File: src/hca_pkg.sv
`default_nettype none
package hca_pkg;

  localparam int unsigned DIV_QBITS          = 17;
  localparam int unsigned DIV_BITS_PER_STAGE = 4;
  localparam int unsigned DIV_STAGES         =
    (DIV_QBITS + DIV_BITS_PER_STAGE - 1) / DIV_BITS_PER_STAGE;

  localparam int unsigned MIDQ_DEPTH = 4;
  localparam int unsigned MIDQ_AW    = 2;
  localparam int unsigned OUTQ_DEPTH = 16;
  localparam int unsigned OUTQ_AW    = 4;

  localparam logic [16:0] DEG60    = 17'd15360;
  localparam logic [16:0] DEG360   = 17'd92160;
  localparam logic [21:0] RECIP15  = 22'd2236963;
  localparam int unsigned RECIP_SH = 25;

  typedef enum logic [1:0] {
    CFG_BRIGHTNESS = 2'd0,
    CFG_SATURATION = 2'd1,
    CFG_HUE        = 2'd2
  } cfg_idx_e;

  typedef struct packed {
    logic [7:0] src_red;
    logic [7:0] src_green;
    logic [7:0] src_blue;
    logic [2:0] emphasis_code;
  } in_item_t;

  typedef struct packed {
    logic [7:0] out_red;
    logic [7:0] out_green;
    logic [7:0] out_blue;
  } out_item_t;

  typedef struct packed {
    logic signed [16:0] bri;
    logic signed [18:0] sat;
    logic signed [14:0] hof256;
  } cfg_t;

  typedef struct packed {
    logic [24:0]        num_s;
    logic [7:0]         div_s;
    logic [24:0]        num_h;
    logic [7:0]         div_h;
    logic signed [17:0] v;
    logic               nz;
    logic [2:0]         code;
  } cls_t;

  typedef struct packed {
    logic [7:0]  rem;
    logic [16:0] quo;
  } dpart_t;

  typedef struct packed {
    dpart_t             ps;
    logic [16:0]        num_s;
    logic [7:0]         div_s;
    dpart_t             ph;
    logic [16:0]        num_h;
    logic [7:0]         div_h;
    logic signed [17:0] v;
    logic               nz;
    logic [2:0]         code;
  } divst_t;

  function automatic cfg_t cfg_derive(logic [7:0] bright, logic [7:0] satur,
                                      logic [7:0] hue_r);
    cfg_t               c;
    logic signed [8:0]  xb;
    logic signed [8:0]  xs;
    logic signed [8:0]  xh;
    logic [8:0]         hmag;
    logic [6:0]         hq;
    logic signed [6:0]  hof;
    xb = $signed({1'b0, bright}) - 9'sd128;
    xs = $signed({1'b0, satur}) - 9'sd128;
    xh = $signed({1'b0, hue_r}) - 9'sd128;
    c.bri = 17'(xb) * 17'sd257 - ((xb == -9'sd128) ? 17'sd1 : 17'sd0);
    c.sat = 19'sd65536 + 19'(xs) * 19'sd514
          + ((xs >= 9'sd64) ? 19'sd1 : ((xs <= -9'sd64) ? -19'sd1 : 19'sd0));
    hmag = xh[8] ? 9'(-xh) : 9'(xh);
    hq   = 7'(hmag >> 2);
    hof  = xh[8] ? -$signed(hq) : $signed(hq);
    c.hof256 = {hof, 8'd0};
    return c;
  endfunction

  // restoring division, a few quotient bits per pipeline stage
  function automatic dpart_t div_bits(dpart_t cur, logic [16:0] num, logic [7:0] d,
                                      int unsigned stage);
    dpart_t     res;
    logic [8:0] trial;
    int         bit_pos;
    res = cur;
    for (int j = 0; j < int'(DIV_BITS_PER_STAGE); j++) begin
      bit_pos = int'(DIV_QBITS) - 1 - int'(stage * DIV_BITS_PER_STAGE) - j;
      if (bit_pos >= 0) begin
        trial = {res.rem, num[bit_pos[4:0]]};
        if (trial >= {1'b0, d}) begin
          res.rem = 8'(trial - {1'b0, d});
          res.quo[bit_pos[4:0]] = 1'b1;
        end else begin
          res.rem = trial[7:0];
        end
      end
    end
    return res;
  endfunction

  function automatic logic [26:0] emph_row(logic [2:0] code);
    logic [26:0] row;
    unique case (code)
      3'd0: row = {9'd256, 9'd256, 9'd256};
      3'd1: row = {9'd256, 9'd205, 9'd207};
      3'd2: row = {9'd200, 9'd241, 9'd169};
      3'd3: row = {9'd202, 9'd197, 9'd161};
      3'd4: row = {9'd210, 9'd212, 9'd287};
      3'd5: row = {9'd207, 9'd182, 9'd223};
      3'd6: row = {9'd174, 9'd202, 9'd202};
      3'd7: row = {9'd179, 9'd179, 9'd179};
    endcase
    return row;
  endfunction

endpackage
`default_nettype wire

File: src/hca_outq.sv
`default_nettype none
module hca_outq (
  input  wire logic               clk_i,
  input  wire logic               rst_ni,
  input  wire logic               wr_i,
  input  wire hca_pkg::out_item_t item_i,
  input  wire logic               pop,
  output logic                    empty,
  output hca_pkg::out_item_t      item_o,
  output logic [hca_pkg::OUTQ_AW:0] cnt_o
);
  import hca_pkg::*;

  out_item_t          mem_q [OUTQ_DEPTH];
  logic [OUTQ_AW-1:0] wr_ptr_q, rd_ptr_q;
  logic [OUTQ_AW:0]   cnt_q, cnt_d;
  logic               rd_en;

  assign empty  = (cnt_q == '0);
  assign rd_en  = pop && !empty;
  assign item_o = mem_q[rd_ptr_q];
  assign cnt_o  = cnt_q;

  always_comb begin
    cnt_d = cnt_q;
    if (wr_i && !rd_en) cnt_d = cnt_q + 1'b1;
    if (!wr_i && rd_en) cnt_d = cnt_q - 1'b1;
  end

  always_ff @(posedge clk_i or negedge rst_ni) begin
    if (!rst_ni) begin
      wr_ptr_q <= '0;
      rd_ptr_q <= '0;
      cnt_q    <= '0;
    end else begin
      if (wr_i)  wr_ptr_q <= wr_ptr_q + 1'b1;
      if (rd_en) rd_ptr_q <= rd_ptr_q + 1'b1;
      cnt_q <= cnt_d;
    end
  end

  always_ff @(posedge clk_i) begin
    if (wr_i) mem_q[wr_ptr_q] <= item_i;
  end

endmodule
`default_nettype wire

File: config.mk
export PLATFORM = sky130hd
export DESIGN_NAME = hca_outq
export DESIGN_NICKNAME = d
export VERILOG_FILES = /design/src/hca_pkg.sv /design/src/hca_outq.sv
export SDC_FILE = /design/constraint.sdc
export NUM_CORES = 1
export LEC_CHECK = 0
export ABC_CLOCK_PERIOD_IN_PS = 3900
export CELL_PAD_IN_SITES_DETAIL_PLACEMENT = 1
export CELL_PAD_IN_SITES_GLOBAL_PLACEMENT = 2
export CORE_MARGIN = 1
export CORE_UTILIZATION = 40
export DETAILED_ROUTE_END_ITERATION = 7
export DONT_BUFFER_PORTS = 1
export PLACE_DENSITY = 0.71
export RECOVER_POWER = 25
export SLEW_MARGIN = 25
export SYNTH_ARGS = -nofsm -noshare
export SYNTH_HDL_FRONTEND = slang
export SYNTH_SLANG_ARGS = --single-unit
File: constraint.sdc
create_clock -name clk_i -period 3.9 [get_ports clk_i]
set_input_delay 0.195 -clock clk_i [delete_from_list [all_inputs] [get_ports clk_i]]
set_output_delay 0.195 -clock clk_i [all_outputs]
set_load 0.02 [all_outputs]
# After elaboration in Yosys (flattened, before gate mapping)
# Memories as Yosys holds them, arrays and structs flattened.
# Index checks and enable logic that the tools add are counted.
[totals]
reg_bits = 13
ram_bits = 384
out_inout_bits = 30
wordCells = 20
memories = 1
[op_classes]
add_sub_neg = 4
muxes = 4
reduce_logical = 8
[memory_table]
columns = ["memory", "depth", "width", "rd", "rd_clocked_by_memory_dff", "write_ports", "line_no", "source"]
rows = [
  ["mem_q", 16, 24, 1, 0, 1, "hca_outq.sv:14", "out_item_t mem_q [OUTQ_DEPTH];"],
]
[ops]
columns = ["op", "count"]
rows = [
  ["$mux 5", 2],
  ["$add 4x1->4 const B", 2],
  ["$add 5x1->5 const B", 1],
  ["$logic_not 5->1", 1],
  ["$sub 5x1->5 const B", 1],
  ["$logic_and 1x1->1", 3],
  ["$logic_not 1->1", 3],
  ["$mux 1", 2],
  ["$reduce_bool 2->1", 1],
]

# Logic depth before layout (Yosys ltp)
[depth]
word_depth = 7
mapped_depth = 12
depth_no_buf = 11

# Worst setup path after synthesis
# No wires, ideal clock.
[synth_path]
path_kind = "flip-flop to flip-flop"
from = "register cnt_q[0] (netlist: cnt_o[0])"
to = "register cnt_q[4] (netlist: cnt_o[4])"
t_arrival_ns = 2.966
required_ns = 3.771
slack_ns = 0.805
path_stages_with_launch = 12
n_path_buf = 1
period_less_slack_ns = 3.095
cell_sequence = "dfrtp_1 or4_1 nor2_2 nor2b_1 buf_6 ha_1 ha_1 nor2b_1 o21ai_0 a21oi_1 or3b_2 xnor2_1"
[synth_via]
elab_chain_len = 6
word_cells_on_any_way = 11
[synth_lines]
columns = ["item", "line_no", "source"]
rows = [
  ["start: declaration", "hca_outq.sv:16", "logic [OUTQ_AW:0] cnt_q, cnt_d;"],
  ["start signal: assignment", "hca_outq.sv:38", "cnt_q <= cnt_d;"],
  ["$logic_not 5->1 *", "hca_outq.sv:19", "assign empty = (cnt_q == '0);"],
  ["via empty", "hca_outq.sv:8", "output logic empty,"],
  ["$logic_not 1->1 *", "hca_outq.sv:20", "assign rd_en = pop && !empty;"],
  ["$logic_and 1x1->1 *", "hca_outq.sv:20", ""],
  ["$logic_not 1->1", "hca_outq.sv:26", "if (wr_i && !rd_en) cnt_d = cnt_q + 1'b1;"],
  ["$logic_and 1x1->1", "hca_outq.sv:26", ""],
  ["$reduce_bool 2->1 (no line)", "-", ""],
]
# The timed path passes the listed nets; every way through them passes the cells marked *. The select of a mux whose other input is x is not followed.
# A chain may end at the register's enable or synchronous reset.

# Final worst setup path
# Ends and elaborated chain as after synthesis.

==> results.txt <==
Worst min-delay path category: primary input to register
Most frequent cells in the layout: edfxtp_1 (384), mux2i_1 (96), mux4_2 (48)
CTS tree: yes
Wl on met1: 15400 um
Switching Share: 32.9%
Tcrit/Tclk final: 88.4%
Worst Setup Start Kind: register
Layout cells sized above 1: 16.8%
Total Wirelength: 36000 um
WL met3: 1570 um
CP bufs+invs: 0
CP Data Required Time: 4.31 ns
Routed len/inst: 26.1 um
Synth area leader: edfxtp_1
Setup WS pre-CTS: 0.490 ns
Routed Antenna Nets: 0
Post-Syn Area: 15500 um2
Total CTS buffers: 43
Slew headroom: 51.9%
Int Pwr: 0.00896 W
Initial antenna violation count: 1
Via count: 7668
First-pass detailed-route iteration total: 5
CTS clock-pin slew for the worst setup and hold paths: 0.06 ns
Met2 Wirelength: 18100 um
Setup repair bufs after CTS: 0
Area grow syn2layout: 14.8%
Fin. max-slew vios: 0
Worst Skew: 0.0110 ns
CTS sink count: 397
Final hold vios: 0
Longest Clk Path Bufs: 3
CP endpoint kind: register
Clock latency on the worst-skew pair: 0.54 ns
Largest net degree at the start of global routing: 39
Run status: completed
Register area share after synthesis: 76.6%
Sum Neg Setup Slack: 0 ns
Logic pwr share: 29.0%
Crit path max-delay family: simple AND/OR/NAND/NOR gates
Final worst setup slack: 0.453 ns
Core Region: 37800 um2
HPWL Detailed: 19900 um
Psw: 0.00440 W
Initial Utilization: 40.9%
Crit-path max FO: 5
Die Area: 39500 um2
Number of global-route vias before repair: 8245
VDD IR max: 0.000436 V
Peak Freq: 290 MHz
CP max stage delay: 0.57 ns
FP Rows: 71
#FFs+latches synth: 397
CTS root buf: clkbuf_16
Yosys warning count: 0
Nets@finish: 873
CP max stage cell: or4_1
WP data arrival: 3.86 ns
Htree depth: 2
Leakage: 5.96 nW
Top Layer Used: met4
Cells after synthesis: 782
Crit Path Class: register to register
I/O pin count: 58
Power density over the cells: 751 nW/um2
DR vias/cell: 5.56
Total gr overflow: 0
Die W: 199 um
Unrepaired setup endpoints after global routing: false
Number of I/O port buffers: 0
GR Util All Layers: 18.7%
Drt drc: 0
Sequential Power Share: 41.4%
Share of the synthesized area in the top cell type: 74.5%
Distinct cells, synth: 33
Fillers: 3513
Synth top area cells: edfxtp_1 (74%), mux4_2 (7.0%), mux2i_1 (6.2%)
Max Cap Viol: 0
Measured slew at the worst slew-check pin: 0.721 ns
Critical Path, Cell by Cell: or4_1, nor2_2, nor2b_1, ha_1, ha_1, nor2b_1, o21ai_0, a21oi_1, or3b_2, xnor2_1
Post-cts sizing count: 0
Commonest non-fill, non-tap cell in the layout: edfxtp_1
Die Y: 199 um
Reg2Reg Setup Slack: 0.45 ns
Drt initial violations: 456
Min Tclk post-route: 3.45 ns
Util after Layout: 47.0%
Mapped Avg Cell Area: 19.8 um2
RePlAce Congestion: 0.745
Clk pwr share: 29.6%
First-pass GRT wire length: 53000 um
Syn_nets: 820
Setup violators final: 0
## per-stage QoR
stage | std cells | power, W | area (um2) | hold slack (ns)
2_1_floorplan | 782 | 0.00835 | 15500 | -0.101
3_3_place_gp | 1275 | 0.00932 | 16100 | -0.100
3_5_place_dp | 1275 | 0.00946 | 16100 | -0.100
4_1_cts | 1378 | 0.0135 | 17800 | 0.0315
5_1_grt | 1379 | 0.0139 | 17800 | 0.0578
6_report | 1379 | 0.0134 | 17800 | 0.0583
## flip-flops by register name, indices dropped and copies added (netlist names)
register and cells:
cnt_o 5, mem_q 384, rd_ptr_q 4, wr_ptr_q 4
## power groups by stage
stage          sequential [W]  clock [W]  combinational, W
3_5_place_dp          0.00562          0           0.00384
3_3_place_gp          0.00558          0           0.00374
6_report              0.00552    0.00396           0.00388
2_1_floorplan         0.00537          0           0.00298
4_1_cts               0.00553    0.00403           0.00394
5_1_grt               0.00557    0.00417           0.00417
## final cells by class
type	count	area (um2)	share of cell area [%]
sequential	397	11900	66.7
multi-input combinational	330	3370	18.9
clock buffer	54	1160	6.52
tap	511	639	3.60
timing repair buffer	54	508	2.86
clock inverter	23	209	1.18
inverter	9	33.8	0.190
antenna	1	2.50	0.0141
## routing by layer
| layer | up-vias | GRT usage (%) |
|---|---|---|
| met4 | 0 | 6.50 |
| met1 | 4096 | 24.2 |
| met2 | 190 | 31.8 |
| met3 | 57 | 3.31 |
| met5 | - | 0 |
| li1 | 3325 | - |
## path summary, 6_finish.rpt
| kind | from | endpoint | cells after the start |
|---|---|---|---|
| max in group asynchronous | rst_ni | rd_ptr_q[0] | 1 |
| worst max-delay path | cnt_o[0] | cnt_o[4] | 10 |
| min in group asynchronous | rst_ni | rd_ptr_q[2] | 1 |
| worst min register to register | wr_ptr_q[0] | wr_ptr_q[0] | 1 |
| worst max register to register | cnt_o[0] | cnt_o[4] | 10 |
| worst min-delay path | pop | rd_ptr_q[0] | 2 |
## kinds of logic (layout without fill, tap and decap cells)
group | count (synthesis) | count (layout) | synth area share [%]
AO/OA/AOI/OAI | 104 | 104 | 4.97
XOR/XNOR | 10 | 10 | 0.566
adder cells (fa/ha/maj) | 10 | 10 | 0.857
buffers and inverters | 55 | 140 | 1.83
flip-flops | 397 | 397 | 76.6
multiplexers | 145 | 145 | 13.3
other | 0 | 1 | 0
AND/OR/NAND/NOR | 61 | 61 | 1.91
## synthesized netlist by cell type
| library cell | instances |
|---|---|
| fa_1 | 1 |
| buf_2 | 13 |
| and3_1 | 5 |
| and2_1 | 10 |
| mux2i_1 | 96 |
| mux4_2 | 48 |
| or4_1 | 1 |
| nor2b_1 | 3 |
| clkbuf_1 | 19 |
| nor2_1 | 3 |
| edfxtp_1 | 384 |
| o21ai_1 | 6 |
| o21ai_0 | 23 |
| a221oi_1 | 47 |
| a22oi_1 | 24 |
| buf_6 | 3 |
| xor2_1 | 4 |
| nand4_1 | 1 |
| a21oi_1 | 2 |
| nor3_1 | 3 |
| buf_4 | 10 |
| nor2_2 | 1 |
| inv_1 | 9 |
| mux2_4 | 1 |
| nand3_1 | 3 |
| a21o_1 | 1 |
| dfrtp_1 | 13 |
| xnor2_1 | 6 |
| nand2_1 | 30 |
| ha_1 | 9 |
| clkbuf_2 | 1 |
| a221oi_2 | 1 |
| or3b_2 | 1 |
## what timing repair did
action,4_1_cts,5_1_grt
hold endpoints to repair,401,0
endpoints found under the setup margin,0,0
hold buffers,26,0
No activity file was read; power rests on OpenSTA's default activity.
