$ cat src/hca_pkg.sv
`default_nettype none
package hca_pkg;

  localparam int unsigned DIV_QBITS          = 17;
  localparam int unsigned DIV_BITS_PER_STAGE = 4;
  localparam int unsigned DIV_STAGES         =
    (DIV_QBITS + DIV_BITS_PER_STAGE - 1) / DIV_BITS_PER_STAGE;

  localparam int unsigned MIDQ_DEPTH = 4;
  localparam int unsigned MIDQ_AW    = 2;
  localparam int unsigned OUTQ_DEPTH = 16;
  localparam int unsigned OUTQ_AW    = 4;

  localparam logic [16:0] DEG60    = 17'd15360;
  localparam logic [16:0] DEG360   = 17'd92160;
  localparam logic [21:0] RECIP15  = 22'd2236963;
  localparam int unsigned RECIP_SH = 25;

  typedef enum logic [1:0] {
    CFG_BRIGHTNESS = 2'd0,
    CFG_SATURATION = 2'd1,
    CFG_HUE        = 2'd2
  } cfg_idx_e;

  typedef struct packed {
    logic [7:0] src_red;
    logic [7:0] src_green;
    logic [7:0] src_blue;
    logic [2:0] emphasis_code;
  } in_item_t;

  typedef struct packed {
    logic [7:0] out_red;
    logic [7:0] out_green;
    logic [7:0] out_blue;
  } out_item_t;

  typedef struct packed {
    logic signed [16:0] bri;
    logic signed [18:0] sat;
    logic signed [14:0] hof256;
  } cfg_t;

  typedef struct packed {
    logic [24:0]        num_s;
    logic [7:0]         div_s;
    logic [24:0]        num_h;
    logic [7:0]         div_h;
    logic signed [17:0] v;
    logic               nz;
    logic [2:0]         code;
  } cls_t;

  typedef struct packed {
    logic [7:0]  rem;
    logic [16:0] quo;
  } dpart_t;

  typedef struct packed {
    dpart_t             ps;
    logic [16:0]        num_s;
    logic [7:0]         div_s;
    dpart_t             ph;
    logic [16:0]        num_h;
    logic [7:0]         div_h;
    logic signed [17:0] v;
    logic               nz;
    logic [2:0]         code;
  } divst_t;

  function automatic cfg_t cfg_derive(logic [7:0] bright, logic [7:0] satur,
                                      logic [7:0] hue_r);
    cfg_t               c;
    logic signed [8:0]  xb;
    logic signed [8:0]  xs;
    logic signed [8:0]  xh;
    logic [8:0]         hmag;
    logic [6:0]         hq;
    logic signed [6:0]  hof;
    xb = $signed({1'b0, bright}) - 9'sd128;
    xs = $signed({1'b0, satur}) - 9'sd128;
    xh = $signed({1'b0, hue_r}) - 9'sd128;
    c.bri = 17'(xb) * 17'sd257 - ((xb == -9'sd128) ? 17'sd1 : 17'sd0);
    c.sat = 19'sd65536 + 19'(xs) * 19'sd514
          + ((xs >= 9'sd64) ? 19'sd1 : ((xs <= -9'sd64) ? -19'sd1 : 19'sd0));
    hmag = xh[8] ? 9'(-xh) : 9'(xh);
    hq   = 7'(hmag >> 2);
    hof  = xh[8] ? -$signed(hq) : $signed(hq);
    c.hof256 = {hof, 8'd0};
    return c;
  endfunction

  // restoring division, a few quotient bits per pipeline stage
  function automatic dpart_t div_bits(dpart_t cur, logic [16:0] num, logic [7:0] d,
                                      int unsigned stage);
    dpart_t     res;
    logic [8:0] trial;
    int         bit_pos;
    res = cur;
    for (int j = 0; j < int'(DIV_BITS_PER_STAGE); j++) begin
      bit_pos = int'(DIV_QBITS) - 1 - int'(stage * DIV_BITS_PER_STAGE) - j;
      if (bit_pos >= 0) begin
        trial = {res.rem, num[bit_pos[4:0]]};
        if (trial >= {1'b0, d}) begin
          res.rem = 8'(trial - {1'b0, d});
          res.quo[bit_pos[4:0]] = 1'b1;
        end else begin
          res.rem = trial[7:0];
        end
      end
    end
    return res;
  endfunction

  function automatic logic [26:0] emph_row(logic [2:0] code);
    logic [26:0] row;
    unique case (code)
      3'd0: row = {9'd256, 9'd256, 9'd256};
      3'd1: row = {9'd256, 9'd205, 9'd207};
      3'd2: row = {9'd200, 9'd241, 9'd169};
      3'd3: row = {9'd202, 9'd197, 9'd161};
      3'd4: row = {9'd210, 9'd212, 9'd287};
      3'd5: row = {9'd207, 9'd182, 9'd223};
      3'd6: row = {9'd174, 9'd202, 9'd202};
      3'd7: row = {9'd179, 9'd179, 9'd179};
    endcase
    return row;
  endfunction

endpackage
`default_nettype wire

$ cat src/hca_front.sv
`default_nettype none
module hca_front (
  input  wire logic              clk_i,
  input  wire logic              rst_ni,
  input  wire logic              push,
  output logic                   full,
  input  wire hca_pkg::in_item_t item_i,
  input  wire hca_pkg::cfg_t     cfg_i,
  input  wire logic              deq_i,
  output logic                   avail_o,
  output hca_pkg::cls_t          head_o
);
  import hca_pkg::*;

  logic [7:0]         r, g, b, mx, mn, delta;
  logic signed [11:0] gs, bs, rs, dl, num_sig;
  logic [10:0]        num_u;
  logic [16:0]        vm;
  cls_t               cls;
  logic               wr_en;

  cls_t               mem_q [MIDQ_DEPTH];
  logic [MIDQ_AW-1:0] wr_ptr_q, rd_ptr_q;
  logic [MIDQ_AW:0]   cnt_q, cnt_d;

  always_comb begin
    r = item_i.src_red;
    g = item_i.src_green;
    b = item_i.src_blue;
    mx = r;
    mn = r;
    if (g > mx) mx = g;
    if (b > mx) mx = b;
    if (g < mn) mn = g;
    if (b < mn) mn = b;
    delta = mx - mn;
    rs = $signed({4'd0, r});
    gs = $signed({4'd0, g});
    bs = $signed({4'd0, b});
    dl = $signed({4'd0, delta});
    if (r == mx) begin
      num_sig = ((g >= b) ? 12'sd0 : 12'sd6 * dl) + (gs - bs);
    end else if (g == mx) begin
      num_sig = 12'sd2 * dl + (bs - rs);
    end else begin
      num_sig = 12'sd4 * dl + (rs - gs);
    end
    num_u = 11'(num_sig);
    vm = 17'(mx) * 17'd257 + (mx[7] ? 17'd1 : 17'd0);
    cls.num_s = 25'({delta, 16'd0}) + 25'(mx >> 1);
    cls.div_s = (mx == 8'd0) ? 8'd1 : mx;
    cls.num_h = 25'(num_u) * 25'd15360 + 25'(delta >> 1);
    cls.div_h = (delta == 8'd0) ? 8'd1 : delta;
    cls.v     = $signed({1'b0, vm}) + 18'(cfg_i.bri);
    cls.nz    = (delta != 8'd0);
    cls.code  = item_i.emphasis_code;
  end

  assign full    = (cnt_q == (MIDQ_AW+1)'(MIDQ_DEPTH));
  assign avail_o = (cnt_q != '0);
  assign head_o  = mem_q[rd_ptr_q];
  assign wr_en   = push && !full;

  always_comb begin
    cnt_d = cnt_q;
    if (wr_en && !deq_i) cnt_d = cnt_q + 1'b1;
    if (!wr_en && deq_i) cnt_d = cnt_q - 1'b1;
  end

  always_ff @(posedge clk_i or negedge rst_ni) begin
    if (!rst_ni) begin
      wr_ptr_q <= '0;
      rd_ptr_q <= '0;
      cnt_q    <= '0;
    end else begin
      if (wr_en) wr_ptr_q <= wr_ptr_q + 1'b1;
      if (deq_i) rd_ptr_q <= rd_ptr_q + 1'b1;
      cnt_q <= cnt_d;
    end
  end

  always_ff @(posedge clk_i) begin
    if (wr_en) mem_q[wr_ptr_q] <= cls;
  end

endmodule
`default_nettype wire

$ cat config.mk
export PLATFORM = sky130hd
export DESIGN_NAME = hca_front
export DESIGN_NICKNAME = d
export VERILOG_FILES = /design/src/hca_pkg.sv /design/src/hca_front.sv
export SDC_FILE = /design/constraint.sdc
export NUM_CORES = 1
export LEC_CHECK = 0
export BUFFER_PORTS_ARGS = -buffer_cell sky130_fd_sc_hd__buf_4
export CORE_MARGIN = 5
export CORE_UTILIZATION = 45
export CTS_BUF_LIST = sky130_fd_sc_hd__clkbuf_8
export DETAILED_ROUTE_END_ITERATION = 6
export GPL_ROUTABILITY_DRIVEN = 1
export GPL_TIMING_DRIVEN = 0
export HOLD_SLACK_MARGIN = 0.06
export PLACE_DENSITY = 0.71
export SYNTH_ARGS = -nofsm -noshare
export SYNTH_HDL_FRONTEND = slang
export SYNTH_SLANG_ARGS = --single-unit
$ cat constraint.sdc
create_clock -name clk_i -period 6.6 [get_ports clk_i]
set_clock_uncertainty 0.2 [all_clocks]
set_input_delay 0.99 -clock clk_i [delete_from_list [all_inputs] [get_ports clk_i]]
set_output_delay 0.99 -clock clk_i [all_outputs]
set_load 0.01 [all_outputs]
### After elaboration in Yosys (flattened, before gate mapping)

Memories as Yosys holds them, arrays and structs flattened.
Index checks and enable logic that the tools add are counted.

* flip-flop bits (word level): 7
* RAM bits: 352
* input port bits: 82
* output and inout bits: 90
* logic and storage cells: 55
* memories kept: 1

Memories
* mem_q: words 4, width 88, read ports 1, clocked after Yosys merged registers in 0, write ports 1, RTL line hca_front.sv:22 `cls_t mem_q [MIDQ_DEPTH];`

* $add $sub $neg: 15
* multipliers: 3
* $lt $le $gt $ge: 5
* eq/ne operators: 3
* mux-type cells: 14
* reduce and logical (&&, ||, !) cells: 11

Operators with widths (count)
* two-way mux 8 bit: 6
* two-way mux 11 bit: 3
* subtractor 8 x 8 -> 9 bit: 3
* adder 24 x 7 -> 25 bit: 1
* adder 25 x 7 -> 25 bit: 1
* adder 11 x 9 -> 11 bit: 2
* adder 18 x 17 -> 18 bit: 1
* adder 17 x 1 -> 17 bit: 1
* multiplier 8 x 9 -> 17 bit, second input constant: 1
* == test 8 bit: 2
* > comparator 8 bit: 2
* zero test 8 bit: 2
* less-than comparator 8 bit: 2
* multiplier 11 x 4 -> 15 bit, second input constant: 1
* adder 10 x 9 -> 11 bit: 1
* multiplier 2 x 8 -> 10 bit, first input constant: 1
* >= comparator 8 bit: 1
* nonzero test 8 bit: 1
* subtractor 8 bit: 1
* two-way mux 3 bit: 2
* adder 2 x 1 -> 2 bit, second input constant: 2
* adder 3 x 1 -> 3 bit, second input constant: 1
* == test 3 bit, second input constant: 1
* logical AND 1 bit: 3
* other kinds (5): 9

### Longest topological paths before layout

Gate-level depths: netlist of run 1.

* depth after elaboration: 11
* mapped depth: 51
* mapped depth without buffers: 49

### Worst setup path before layout of run 1

OpenSTA, ideal clock, no wires.

* path type: input port to flip-flop
* start point: in item_i[18] in the netlist's numbering
* end point: mem mem_q[0][54] in the netlist's numbering (data pin)
* library setup time: 0.272 ns
* arrival: 9.715 ns
* data required time: 6.128 ns
* path slack: -3.587 ns
* stages on the path: 44
* path buffers: 2
* path through: inv_1 > ha_1 > nand3_4 > a211oi_2 > nor2_1 > nor2_2 > a21oi_1 > ha_1 > a2111oi_1 > nand3b_1 > o21a_1 > a21bo_1 > buf_6 > clkbuf_1 > o21ai_0 > ha_1 > a21o_1 > maj3_1 > [8 not listed] > ha_1 > a21o_1 > a31oi_1 > xnor2_1 > nand2_1 > o221a_2 > fa_1 > fa_1 > inv_1 > ha_1 > nor2b_1 > o21a_1 > o21ai_0 > nand2b_1 > a21oi_1 > o21bai_1 > a21oi_1 > xnor2_1

RTL lines
* start: declaration: RTL line hca_front.sv:7 `input wire hca_pkg::in_item_t item_i,`
* end: declaration: RTL line hca_front.sv:22

==> results.md, run 1 <==
Drt:
- The count of unresolved DRC violations after routing is 0.
- Summed over all layers, the routed wires come to 44200 microns.
- In the final routed layout, each cell accounts on average for ~21 microns.
- The remaining antenna violation count is 0.
- Dividing the detail-routed via count by the number of cells gives 5.65.
- The number of iterations in the first detailed-routing pass is 7.
- The first routing iteration left ~870 violations.
- For this block, the via count after detailed routing is 11800.

Finish:
- The finished cells cover roughly 22000 sq um.
- The final-stage net count is 1818.
- The layout filler cell count is between 2000 and 3000.
- The share of final-layout standard cells stronger than drive strength 1 is 0.419.
- The area growth from synthesis to layout is 31.9%.
- For this run, the share of the core covered by cells in the final layout is 0.600.

Yosys:
- The area fraction of the dominant cell type after synthesis is 0.490.
- The cell taking the most area after synthesis is sky130_fd_sc_hd__edfxtp_1.
- For this run, the number of Yosys warnings is 0.
- After synthesis, the share of flip-flops with an asynchronous set or reset is 0.0251.
- sky130_fd_sc_hd__edfxtp_1 is the most common cell in the netlist.
- The most instantiated flip-flop cell in the synthesis netlist is sky130_fd_sc_hd__edfxtp_1.
- The average cell area after synthesis is about 13 sq um.
- The number of enable flip-flop cells after synthesis is approximately 270.
- The share of the yosys chip area belonging to registers is 0.501.
- The post-synth design cell area is 16700 sq um.
- The synthesized flop and latch total is 279.
- Synthesis handed over a netlist of between 1000 and 1500 instances.
- In this run, distinct cell masters in the synthesized netlist total 80.
- Sorting the synthesized cells by area gives the leading types as sky130_fd_sc_hd__edfxtp_1 49%, sky130_fd_sc_hd__ha_1 9.4%, sky130_fd_sc_hd__mux4_2 9.2%.
- Counting instances in the post-synthesis netlist gives the leading cell types as 272 x sky130_fd_sc_hd__edfxtp_1, 125 x sky130_fd_sc_hd__ha_1, 114 x sky130_fd_sc_hd__inv_1, 77 x sky130_fd_sc_hd__xnor2_1, 72 x sky130_fd_sc_hd__a21oi_1.

Clock tree:
- TritonCTS built the clock tree.
- The maximum clock insertion buffer count is 3.
- At the later pin of the worst-skew pair, clock insertion delay measures around 570 ps.
- The TritonCTS sink count is 279.
- The maximum level of the CTS H-tree is 2.
- The root cell of the clock tree is sky130_fd_sc_hd__clkbuf_8.
- The post-CTS clock slew at the launch and capture registers of the worst setup and hold paths is approximately 60 ps.
- TritonCTS created between 40 and 50 clock buffers.

Floorplan:
- The die area is ~40000 sq um.
- For this configuration, the core starts out at a cell density of 0.455.
- The width of the chip is between 200 and 250 microns.
- The vertical extent of the die is roughly 200 microns.
- After floorplanning, the core was divided into 70 placement rows.
- After floorplanning, the core was sized to cover 36600 sq um.
- For this design the top-level I/O count stands at between 150 and 200.

Placement:
- The detailed placer's ending HPWL is a little over 30000 microns.
- At the end of routability-driven placement, the weighted congestion stood at around 0.97.
- The placement-stage cell area is between 15000 and 20000 sq um.
- The number of port buffers is 124.

Worst setup path:
- The worst-path maximum fanout is 8.
- Data arrives at the worst endpoint at 9620 ps.
- The worst setup path is of the input port to flop kind.
- The cell that appears most often on the critical path is sky130_fd_sc_hd__ha_4.
- The largest individual stage delay along the critical path comes from the cell sky130_fd_sc_hd__fa_1.
- STA classifies the critical path startpoint as an input port.
- The largest single stage delay on the critical path is about 500 ps.
- Data on the critical path is required at its endpoint by about 6700 ps.
- The worst setup path is captured at a flop.

Global route:
- In this run the most used layer during global routing was met2.
- For this run, global-route usage on met3 was measured as 0.0290.
- The number of global-route vias before repair is between 10000 and 15000.
- Entering global routing, the biggest net connects 53 pins.
- The number of antenna violations at the first check in global routing came to 1.
- For met1 alone, demand over resource in global routing was 0.286.
- For this run, global-route usage on met2 was measured as 0.343.
- The total overflow left after global routing is 0.
- The global-route wire length before repair is 66900 microns.
- In the global route stage, overall resource usage came out at 0.208.

Timing:
- For the pin with the worst max-slew slack, the measured transition is 1300 ps.
- Setup repair after global routing could not meet its margin everywhere.
- The final count of negative-setup-slack endpoints is about 110.
- In this run the tightest slew margin relative to its limit is 0.125.
- After layout, the worst setup slack is -2910 ps.
- The number of endpoints with negative hold slack in the final report was 0.
- The maximum achievable frequency is 105 MHz.
- The total count of max-transition violations in the final report is 0.
- The minimum clock period is between 9000 and 10000 ps.
- Of the available clock period, the critical path in the final layout requires 1.44.
- In the final timing run, aggregate negative setup slack is -118740 ps.

Run status:
- The final reports fail on setup timing.
- The run finished, with violations left.

Hold path:
- The min-delay analysis places its worst path in the category flop to flop.

Flow run:
- The total of max-cap violations is 0.
-- critical path, delay by kind of cell --
family	cells	cell delay [ps]
fa+ha+maj	9	2830
simple gates	15	1950
mux	1	270
buf+inv	9	800
compound gates	11	2250
xor+xnor	3	460
-- kinds of logic after synthesis --
logic type / synth area share
multiplexers: 0.102
flip-flops: 0.501
AO/OA/AOI/OAI: 0.0993
XOR/XNOR: 0.0526
buffers and inverters: 0.0435
adder cells (fa/ha/maj): 0.125
other: 0.000225
AND/OR/NAND/NOR: 0.0765
-- layer usage --
metal	part of all wire	vias to the layer above	wire length, microns
li1	-	5388	-
met5	0	-	0
met1	0.43	5896	19000
met4	0.029	0	1300
met3	0.059	90	2610
met2	0.48	405	21300
-- layout by cell type, fill, tap and decap left out, types with 32 or more instances in the layout --
master                     synthesis  routed
sky130_fd_sc_hd__buf_4            21     256
sky130_fd_sc_hd__mux4_2           68      68
sky130_fd_sc_hd__edfxtp_1        272     272
sky130_fd_sc_hd__xnor2_1          77      53
sky130_fd_sc_hd__clkbuf_8          0      43
sky130_fd_sc_hd__ha_1            125      82
sky130_fd_sc_hd__a21oi_1          72      32
sky130_fd_sc_hd__ha_4              0      41
sky130_fd_sc_hd__nand3_1          37      33
sky130_fd_sc_hd__nand2_1          44      34
sky130_fd_sc_hd__nor2_1           60      46
sky130_fd_sc_hd__inv_1           114      97
-- sequential cells by signal (all words and copies together) (netlist names) --
signal / count
mem_q: 272
cnt_q: 3
rd_ptr_q: 2
wr_ptr_q: 2
-- cell type report --
type,count,area (sq um),share of cell area
flip-flops and latches,279,8340,0.380
repair buffers,262,2170,0.0985
clock inverters,32,164,0.00746
inverters,117,474,0.0216
diodes,1,2.50,0.000114
multi-input cells,836,9340,0.425
clock buffers,43,592,0.0269
well taps,468,586,0.0266
plain buffers,47,315,0.0143
-- final timing paths --
| kind | cells past startpoint | slack, ps | to | from |
|---|---|---|---|---|
| setup / recovery | 48 | -2910 | mem_q[0][54]$_DFFE_PP_ | item_i[13] |
| hold / removal | 1 | 290 | cnt_q[0]$_DFFE_PN0P_ | cnt_q[0]$_DFFE_PN0P_ |
| max in group asynchronous | 2 | 5510 | rd_ptr_q[1]$_DFFE_PN0P_ | rst_ni |
| min in group asynchronous | 2 | 560 | cnt_q[1]$_DFFE_PN0P_ | rst_ni |
| setup reg to reg | 6 | 4220 | mem_q[2][15]$_DFFE_PP_ | cnt_q[0]$_DFFE_PN0P_ |
| hold reg to reg | 1 | 290 | cnt_q[0]$_DFFE_PN0P_ | cnt_q[0]$_DFFE_PN0P_ |
-- per-stage QoR --
stage / setup WS, ps / cells / hold WS (ps)
floorplan: -2860 / 1280 / 248
global placement: -4660 / 1872 / 273
detailed placement: -4790 / 1876 / 291
CTS: -2760 / 2041 / 303
global route: -3200 / 2085 / 320
finish: -2910 / 2085 / 294
-- what timing repair did --
action                     in CTS  in global routing
resized for setup             171                 95
buffers inserted               91                 46
pin swaps                     107                113
setup endpoints to repair     144                116
hold endpoints to repair        7                  0
cloned                          1                  0
hold buffers                    1                  0
Power of run 1 is not shown: default switching activity piles up to over one toggle a cycle in this logic, so the estimate is an artifact.
==> run 2: changes to the inputs <==
- CTS_CLUSTER_DIAMETER: not set -> 50
- RECOVER_POWER: not set -> 100
==> run 2 against run 1 <==
The flow finishes with violations (capacitance limit, slew limit, setup timing); fmax shrank 0.52%; count of clock-buffer cells in the layout up 1; cell area is 1.3% lower.
==> results.md, run 2 (same netlist as run 1, synthesis figures left out) <==
Global route:
- The maximum number of pins on one net before global-route repair is 53 (unchanged).
- The total overflow reported by the global router is 0 (unchanged).
- The number of antenna violations at the first check in global routing came to 1 (unchanged).
- The overall fraction of global-route tracks in use is 0.210 (+0.00274).
- The global-route wire length before repair came to 67900 microns (+1.5%).
- The number of global-route vias before repair is 12300 (+1.7%).

Worst setup path:
- The worst setup path category is input port to flop.
- The worst-path maximum fanout is 8 (unchanged).
- The worst setup path is captured at a flop.
- The slowest stage of the critical path belongs to the cell sky130_fd_sc_hd__fa_1.
- The delay of the slowest cell on the worst path is 500 ps (about the same).
- The critical path required time is 6700 ps (about the same).
- The type of element launching the critical path is an input port.
- The arrival time of data at the critical path endpoint is 9660 ps (+40 ps).
- By instance count, the cell type seen most on the critical path is sky130_fd_sc_hd__a21oi_2.

Finish:
- The final-stage net count was 1822 (+0.22%).
- The area of all placed cells without fillers is 21700 sq um (-1.3%).
- Ranked by flip-flop count, first place goes to mem_q.
- The library cells used most frequently in the layout, excluding fill and tap cells, are 272 x sky130_fd_sc_hd__edfxtp_1, 176 x sky130_fd_sc_hd__buf_4, 97 x sky130_fd_sc_hd__inv_1.
- The most common cell after layout, fill and taps aside is sky130_fd_sc_hd__edfxtp_1.
- The share of final-layout standard cells stronger than drive strength 1 was 0.373 (-0.0459).
- The area growth from synthesis to layout is 30.2%.
- The number of flip-flops under the largest register name is 272 (unchanged).
- The largest registers in the layout are mem_q (272), cnt_q (3).

Drt:
- The final wirelength is 44300 microns (+0.12%).
- The number of vias per cell after detailed routing is 5.60 (-0.86%).
- The count of vias placed by the detailed router is 11700 (-0.58%).
- The starting DRC count in detailed routing is 892 (+2.3%).
- The remaining antenna violation count is 0 (unchanged).
- The count of unresolved DRC violations after routing is 0 (unchanged).
- The routed wire length per instance is 21.2 microns (-0.17%).
- The number of iterations in the first detailed-routing pass is 5 (-2).

Timing:
- The final count of negative-setup-slack endpoints came to 96 (-14%).
- The slew at the pin closest to its max-slew limit is 3420 ps (+2110 ps).
- The smallest setup slack after layout was -2960 ps (-50.0 ps).
- Setup repair after global routing could not meet its margin everywhere.
- The minimum clock period came to 9560 ps (+50.0 ps).
- The number of endpoints with negative hold slack in the final report was 0 (unchanged).
- The relative slew slack is -1.28 (-1.40).
- The maximum achievable frequency is 105 MHz (-0.52%).
- The post-route fraction of the period consumed by the critical path is 1.45 (+0.00758).
- The final setup TNS is -135940 ps (-17200 ps).
- The total count of max-transition violations in the final report is 208 (+208).

Placement:
- The detailed placer's ending HPWL is 30200 microns (unchanged).
- The placement-stage cell area was 18800 sq um (unchanged).
- The global placer's final weighted congestion is 0.967 (unchanged).
- The number of port buffers was 124 (unchanged).

Floorplan:
- The total I/O pin count is 172 (unchanged).
- The die area came to 41000 sq um (unchanged).
- The effective utilization at floorplan is 0.455 (unchanged).
- The width of the chip was 202 microns (unchanged).
- The standard cell core area is 36600 sq um (unchanged).
- The site row count is 70 (unchanged).
- The vertical extent of the die was 202 microns (unchanged).

Clock tree:
- The number of clock buffers inserted by TritonCTS is 44 (+2.3%).
- The maximum level of the CTS H-tree is 2 (unchanged).
- The post-CTS clock slew at the launch and capture registers of the worst setup and hold paths is 60 ps (about the same).
- The TritonCTS clock tree is built.
- The maximum clock insertion buffer count came to 3 (unchanged).
- The root cell of the clock tree is sky130_fd_sc_hd__clkbuf_8.
- The TritonCTS sink count came to 279 (unchanged).
- The clock insertion delay at the later pin of the skew report was 560 ps (about the same).

Flow run:
- The total of max-cap violations came to 4 (+4).

Run status:
- The run finished, with violations left.
- The checks that failed: capacitance limit, slew limit, setup timing.

Hold path:
- The class of the tightest hold or removal check is flop to flop.
[run 2: path summary, 6_finish.rpt]
path | from | endpoint | slack, ps | cells past startpoint
min | cnt_q[0]$_DFFE_PN0P_ | cnt_q[0]$_DFFE_PN0P_ | 290 | 1
min in group asynchronous | rst_ni | cnt_q[2]$_DFFE_PN0P_ | 650 | 2
max | item_i[12] | mem_q[0][54]$_DFFE_PP_ | -2960 | 50
min reg2reg | cnt_q[0]$_DFFE_PN0P_ | cnt_q[0]$_DFFE_PN0P_ | 290 | 1
max reg2reg | cnt_q[0]$_DFFE_PN0P_ | mem_q[2][65]$_DFFE_PP_ | 1220 | 6
max in group asynchronous | rst_ni | cnt_q[0]$_DFFE_PN0P_ | 5270 | 2
[run 2: metrics by stage]
| step | cells | worst slack [ps] | hold slack (ps) | utilization |
|---|---|---|---|---|
| final | 2091 | -2960 | 293 | 0.593 |
| after global routing | 2091 | -3250 | 320 | 0.593 |
| after CTS | 2053 | -2720 | 303 | 0.585 |
| after detailed placement | 1876 | -4790 | 291 | 0.514 |
| after global placement | 1872 | -4660 | 273 | 0.511 |
| after floorplan | 1280 | -2860 | 248 | - |
[run 2: per-layer routing]
metal,global-route usage,share of wire,vias up,wire [microns]
met5,0,0,-,0
met4,0.0677,0.028,0,1240
met3,0.0356,0.064,87,2840
met2,0.350,0.48,396,21400
met1,0.284,0.42,5837,18800
li1,-,-,5391,-
[run 2: what timing repair did]
item | in CTS | in global routing
pin swaps | 88 | 69
gates cloned | 1 | 0
resized for setup | 204 | 77
hold endpoints to repair | 7 | 0
hold buffers | 1 | 0
setup buffers | 101 | 40
endpoints found under the setup margin | 144 | 116
[run 2: critical path: cells and delay by family]
family,cells,cell delay (ps)
AO/OA/AOI/OAI,14,2560
buffers and inverters,12,1200
multiplexers,1,270
XOR/XNOR,4,740
adder cells (fa/ha/maj),9,2930
AND/OR/NAND/NOR,10,950
[run 2: area by class of cell]
cell class	instances	area (sq um)
inverters	117	479
flip-flops and latches	279	8340
clock buffers	44	606
repair buffers	264	1890
clock inverters	34	173
well taps	468	586
diodes	1	2.50
fillers	2886	14900
multi-input cells	836	9290
plain buffers	48	327
Power of run 2 is left out for the same reason.
